### config.mk
export PLATFORM = sky130hd
export DESIGN_NAME = morse_timing_encoder
export DESIGN_NICKNAME = d
export VERILOG_FILES = /design/src/sv/mte_pkg.sv /design/src/sv/morse_timing_encoder.sv
export SDC_FILE = /design/constraint.sdc
export NUM_CORES = 1
export LEC_CHECK = 0
export BUFFER_PORTS_ARGS = -buffer_cell sky130_fd_sc_hd__buf_4
export CORE_MARGIN = 2
export CORE_UTILIZATION = 30
export CTS_CLUSTER_DIAMETER = 50
export CTS_CLUSTER_SIZE = 10
export DETAILED_ROUTE_END_ITERATION = 7
export GPL_ROUTABILITY_DRIVEN = 0
export PLACE_DENSITY = 0.54
export SLEW_MARGIN = 10
export SYNTH_ARGS = -nofsm -noshare
export SYNTH_HDL_FRONTEND = slang
export SYNTH_SLANG_ARGS = --single-unit
### constraint.sdc
create_clock -name clk -period 4.3 [get_ports clk]
set_clock_uncertainty 0.05 [all_clocks]
set_input_delay 0.86 -clock clk [delete_from_list [all_inputs] [get_ports clk]]
set_output_delay 0.86 -clock clk [all_outputs]
set_load 0.02 [all_outputs]
### src/sv/mte_pkg.sv
// ----------------------------------------------------------------------------
// mte_pkg: shared types and code table for the morse timing encoder
// Holds the unit pattern table, its widths and the character code constants.
// ----------------------------------------------------------------------------
package mte_pkg;

  localparam int PatW     = 19;             // longest element pattern (digit 0)
  localparam int GapUnits = 3;              // key-up units after every character
  localparam int UnitW    = PatW + GapUnits;
  localparam int LenW     = $clog2(PatW + 1);
  localparam int CntW     = $clog2(UnitW + 1);

  localparam logic [7:0] CodeLowA  = 8'h61;
  localparam logic [7:0] CodeLowZ  = 8'h7a;
  localparam logic [7:0] CodeZero  = 8'h30;
  localparam logic [7:0] CodeNine  = 8'h39;
  localparam logic [7:0] CodeSpace = 8'h20;

  // pattern left-justified in bits, MSB goes out first
  typedef struct packed {
    logic [LenW-1:0] len;
    logic [PatW-1:0] bits;
  } morse_entry_t;

  function automatic morse_entry_t morse_lookup(input logic [7:0] code);
    morse_entry_t e;
    e.len  = '0;
    e.bits = '0;
    case (code)
      8'h61: e = '{5'd5,  {5'b10111, 14'd0}};
      8'h62: e = '{5'd9,  {9'b111010101, 10'd0}};
      8'h63: e = '{5'd11, {11'b11101011101, 8'd0}};
      8'h64: e = '{5'd7,  {7'b1110101, 12'd0}};
      8'h65: e = '{5'd1,  {1'b1, 18'd0}};
      8'h66: e = '{5'd9,  {9'b101011101, 10'd0}};
      8'h67: e = '{5'd9,  {9'b111011101, 10'd0}};
      8'h68: e = '{5'd7,  {7'b1010101, 12'd0}};
      8'h69: e = '{5'd3,  {3'b101, 16'd0}};
      8'h6a: e = '{5'd13, {13'b1011101110111, 6'd0}};
      8'h6b: e = '{5'd9,  {9'b111010111, 10'd0}};
      8'h6c: e = '{5'd9,  {9'b101110101, 10'd0}};
      8'h6d: e = '{5'd7,  {7'b1110111, 12'd0}};
      8'h6e: e = '{5'd5,  {5'b11101, 14'd0}};
      8'h6f: e = '{5'd11, {11'b11101110111, 8'd0}};
      8'h70: e = '{5'd11, {11'b10111011101, 8'd0}};
      8'h71: e = '{5'd13, {13'b1110111010111, 6'd0}};
      8'h72: e = '{5'd7,  {7'b1011101, 12'd0}};
      8'h73: e = '{5'd5,  {5'b10101, 14'd0}};
      8'h74: e = '{5'd3,  {3'b111, 16'd0}};
      8'h75: e = '{5'd7,  {7'b1010111, 12'd0}};
      8'h76: e = '{5'd9,  {9'b101010111, 10'd0}};
      8'h77: e = '{5'd9,  {9'b101110111, 10'd0}};
      8'h78: e = '{5'd11, {11'b11101010111, 8'd0}};
      8'h79: e = '{5'd13, {13'b1110101110111, 6'd0}};
      8'h7a: e = '{5'd11, {11'b11101110101, 8'd0}};
      8'h30: e = '{5'd19, 19'b1110111011101110111};
      8'h31: e = '{5'd17, {17'b10111011101110111, 2'd0}};
      8'h32: e = '{5'd15, {15'b101011101110111, 4'd0}};
      8'h33: e = '{5'd13, {13'b1010101110111, 6'd0}};
      8'h34: e = '{5'd11, {11'b10101010111, 8'd0}};
      8'h35: e = '{5'd9,  {9'b101010101, 10'd0}};
      8'h36: e = '{5'd11, {11'b11101010101, 8'd0}};
      8'h37: e = '{5'd13, {13'b1110111010101, 6'd0}};
      8'h38: e = '{5'd15, {15'b111011101110101, 4'd0}};
      8'h39: e = '{5'd17, {17'b11101110111011101, 2'd0}};
      CodeSpace: e = '{5'd3, 19'd0};
      default: e = '{5'd0, 19'd0};
    endcase
    return e;
  endfunction

endpackage

### src/sv/morse_timing_encoder.sv
// ----------------------------------------------------------------------------
// morse_timing_encoder
// Turns each accepted character code into its Morse key timing, one unit
// per output beat, with a last flag on the final unit of each character.
// ----------------------------------------------------------------------------
// Each accepted character is looked up in a constant table and loaded into a
// 22-bit shift register together with its unit count; one unit leaves per
// output beat from the register's top bit. A character has as many units
// as its pattern length plus the 3-unit gap: 3 for an unmapped code, 6 for
// a space, up to 22 for the digit 0. The next character is taken in the
// same cycle as the last unit of the current one leaves, so with a ready
// sink the output runs without bubbles.
module morse_timing_encoder
  import mte_pkg::*;
(
  input  logic       clk,
  input  logic       rst_n,
  input  logic       in_valid,
  output logic       in_ready,
  input  logic [7:0] in_char_code,
  output logic       out_valid,
  input  logic       out_ready,
  output logic       out_key_bit,
  output logic       out_last_unit
);

  logic [UnitW-1:0] shift_r, shift_nxt;
  logic [CntW-1:0]  cnt_r, cnt_nxt;
  morse_entry_t     entry;
  logic             in_fire, out_fire;

  assign entry     = morse_lookup(in_char_code);
  assign out_valid = (cnt_r != '0);
  assign out_key_bit   = shift_r[UnitW-1];
  assign out_last_unit = (cnt_r == CntW'(1));
  assign out_fire  = out_valid && out_ready;
  // free when empty, or when the final unit leaves this cycle
  assign in_ready  = !out_valid || (out_last_unit && out_ready);
  assign in_fire   = in_valid && in_ready;

  always_comb begin
    shift_nxt = shift_r;
    cnt_nxt   = cnt_r;
    if (out_fire) begin
      shift_nxt = {shift_r[UnitW-2:0], 1'b0};
      cnt_nxt   = cnt_r - CntW'(1);
    end
    if (in_fire) begin
      shift_nxt = {entry.bits, GapUnits'(0)};
      cnt_nxt   = CntW'(entry.len) + CntW'(GapUnits);
    end
  end

  always_ff @(posedge clk) begin
    if (!rst_n) begin
      cnt_r <= '0;
    end else begin
      cnt_r <= cnt_nxt;
    end
  end

  always_ff @(posedge clk) begin
    shift_r <= shift_nxt;
  end

`ifndef SYNTHESIS
  // the closing unit of every character is always key up
  a_last_key_up: assert property (@(posedge clk) disable iff (!rst_n)
    out_valid && out_last_unit |-> !out_key_bit)
    else $error("last unit of a character is key down");

  // a new character always brings at least the gap units
  a_load_count: assert property (@(posedge clk) disable iff (!rst_n)
    in_valid && in_ready |=> out_valid && (cnt_r >= CntW'(GapUnits)))
    else $error("loaded character has too few units");

  // no hole inside a character
  a_no_hole: assert property (@(posedge clk) disable iff (!rst_n)
    out_valid && out_ready && !out_last_unit |=> out_valid)
    else $error("output went idle inside a character");

  // input taken only when the current character is finishing or done
  a_ready_ok: assert property (@(posedge clk) disable iff (!rst_n)
    in_valid && in_ready |-> (cnt_r == '0) || (out_last_unit && out_ready))
    else $error("input accepted while a character is in progress");
`endif

endmodule
==> metrics <==
H-tree Lvls=1; GRT Overall Usage=14.9%; max_cap viols=0; critical path depth=11; post-synth top area share=26.1%; Critical Path AT=3270 ps; P&R area growth vs syn=9.91%; Design Area, Final=between 2000 and 2500 sq um; synthesized cell area=2180 sq um; CTS buffer count=3; die width=89.3 um; final WL=5890 um; io pins=16; commonest cells in the synthesized netlist=nand2_1, edfxtp_1, a21oi_1; CTS tree=built; sequential area share after synthesis=30.7%; Critical Path Most Common Cell=ha_1; Period Utilization, post-route=around three quarters; Finish-stage setup viols=0; most common cell in the netlist=nand2_1; R2R cell count=5; CTS sink cnt=24; Worst Setup Start Kind=input pin; syn avg cell area=~8.5 sq um; CP peak stage delay=390 ps; Synth Register Bits=24; # fillers=744; count of different cell masters after synthesis=59; Reg clk slew, reported paths=80 ps; fmax=0.316 GHz; drt first pass iters=4; Core ar.=7140 sq um; antenna violations before repair=0; RSZ-0062 raised after global routing=no; largest net degree at the start of global routing=37; Worst Hold Class=reg -> reg; Post-CTS Setup Inserts=0; WP buf/inv=2; syn_nets=285; antenna cell count=0; CTS Buffer Depth=2; Final Hold Violating Endpoints=0; synthesis warning total=0; Worst Path Max Fanout=11; Tmin final=3160 ps; status=complete, no violations; FF-to-FF Start=cnt_r[2]$_SDFFE_PN0P_; cell count after synthesis=roughly 260; CTS root buffer=clkbuf_8; Leakage=0.000968 uW; CP startpoint=in_char_code[1]; fin. max-slew vios=0; Iteration-0 DRC Markers=208; Worst Setup Path Type=in -> reg; hold depth=1; slowest CP cell=ha_1; vias in the first global route=1798; Via Count=around 2000; setup TNS=0 ps; Hold Startpoint=cnt_r[4]$_SDFFE_PN0P_; Setup WS pre-CTS=899 ps; Max-slew headroom=51.9%; post-DP HPWL=between 4000 and 5000 um; cell accounting for the most synthesized area=edfxtp_1; Clock Latency Late Sink=between 200 and 300 ps; Die Span Y=roughly 90 um; Post-synth EDFFs=19; WP data required=4410 ps; DRC=0; Fin Hold WS=approximately 470 ps; Final ANT Viol Nets=0; CP top delay family=simple AND/OR/NAND/NOR gates; vias per cell=between 5 and 6; WL per Instance=16.4 um; slew of the pin with the lowest slew margin=721 ps; grt total ovfl=0; Post-synth ARST share=0%; critical-path cell list=buf_4 -> inv_1 -> ha_1 -> nor2b_1 -> and3b_1 -> o31ai_1 -> or3_1 -> ha_1 -> nor2_1 -> a2111oi_1 -> a311o_1; post-CTS sizing=0; hold_buf cts=0; final worst slack=1140 ps; FP Rows=31; port bufs=15; first-pass GRT wire length=9220 um; area of the multi-input gates=1370 sq um; sequential cell area=671 sq um; Max VDD drop=0.000132 V; layout cells sized above 1=about a tenth; DP Area=2330 sq um; pwr/cell area=495 nW/um^2; commonest register cell after synthesis=edfxtp_1; die area=~8000 sq um; final net count=288; Starting Density=30.6%; largest cells by area after synthesis=edfxtp_1, ha_1, nand2_1, dfxtp_1, a21oi_1; CP endpoint kind=register
==> report_power, final <==
| part | switching [uW] | internal [uW] | total, uW |
|---|---|---|---|
| Clock | 75.8 | 125 | 200 |
| Sequential | 43.3 | 414 | 457 |
| Combinational | 316 | 213 | 530 |
==> cells by family (layout without fill, tap and decap cells) <==
kind of cell / count (synthesis) / after routing / share of synthesized area, %
xor gates and xnor gates: 2 / 2 / 0.802
buffers and inverters: 29 / 31 / 6.42
muxes: 7 / 7 / 3.84
adders and majority gates: 15 / 15 / 8.60
DFF: 24 / 24 / 30.7
and+or+nand+nor: 100 / 100 / 23.6
AOI/OAI and AO/OA: 81 / 81 / 26.0
==> path summary, 6_finish.rpt <==
check                     endpoint  slack [ps]
min reg2reg  cnt_r[4]$_SDFFE_PN0P_         470
min          cnt_r[4]$_SDFFE_PN0P_         470
max reg2reg   shift_r[9]$_DFFE_PP_        1870
max          cnt_r[4]$_SDFFE_PN0P_        1140
==> stage by stage <==
| step | total power, uW | util, % | instances |
|---|---|---|---|
| 2_1_floorplan | 841 | - | 258 |
| 3_3_place_gp | 994 | 32.6 | 355 |
| 3_5_place_dp | 992 | 32.6 | 355 |
| 4_1_cts | 1190 | 33.6 | 359 |
| 5_1_grt | 1280 | 33.6 | 359 |
| 6_report | 1190 | 33.6 | 359 |
==> layout by cell type, fill, tap and decap left out, drive strengths merged, types with 2 or more instances in the layout <==
| master | netlist | routed |
|---|---|---|
| dfxtp | 5 | 5 |
| nor2 | 17 | 17 |
| o32ai | 2 | 2 |
| xor2 | 2 | 2 |
| and3 | 5 | 5 |
| nand3 | 10 | 10 |
| clkbuf | 7 | 3 |
| a21oi | 17 | 17 |
| a22o | 8 | 8 |
| and2 | 2 | 2 |
| a221oi | 3 | 3 |
| or3 | 2 | 2 |
| ha | 15 | 15 |
| buf | 11 | 16 |
| a31oi | 2 | 2 |
| inv | 11 | 11 |
| o31ai | 3 | 3 |
| nand2b | 7 | 7 |
| edfxtp | 19 | 19 |
| a221o | 2 | 2 |
| a311o | 2 | 2 |
| and3b | 3 | 3 |
| o21a | 2 | 2 |
| o21ai | 16 | 16 |
| nor2b | 7 | 7 |
| a21o | 4 | 4 |
| o2111ai | 2 | 2 |
| nand2 | 33 | 33 |
| nor4b | 2 | 2 |
| mux2i | 5 | 5 |
| nor3 | 6 | 6 |
| a211o | 2 | 2 |
| o311ai | 2 | 2 |
| a211oi | 3 | 3 |
==> per-layer routing <==
| layer | share of wire, % | GRT usage, % | up-vias | wire [um] |
|---|---|---|---|---|
| li1 | - | - | 971 | - |
| met3 | 5.8 | 1.02 | 13 | 344 |
| met1 | 45 | 21.6 | 962 | 2660 |
| met4 | 2.9 | 6.51 | 0 | 170 |
| met2 | 46 | 22.9 | 89 | 2710 |
| met5 | 0 | 0 | - | 0 |
==> state kept, by name (all words and copies together) (netlist names) <==
signal / cells
cnt_r: 5
shift_r: 19
==> final cells by class <==
cell class | instances | share of cell area [%]
Multi-Input combinational cell | 205 | 57.2
Sequential cell | 24 | 27.9
Tap cell | 99 | 5.16
Timing Repair Buffer | 16 | 5.01
Clock buffer | 3 | 1.72
Inverter | 11 | 1.72
Clock inverter | 1 | 1.25
Power figures use the tool's default switching activity.
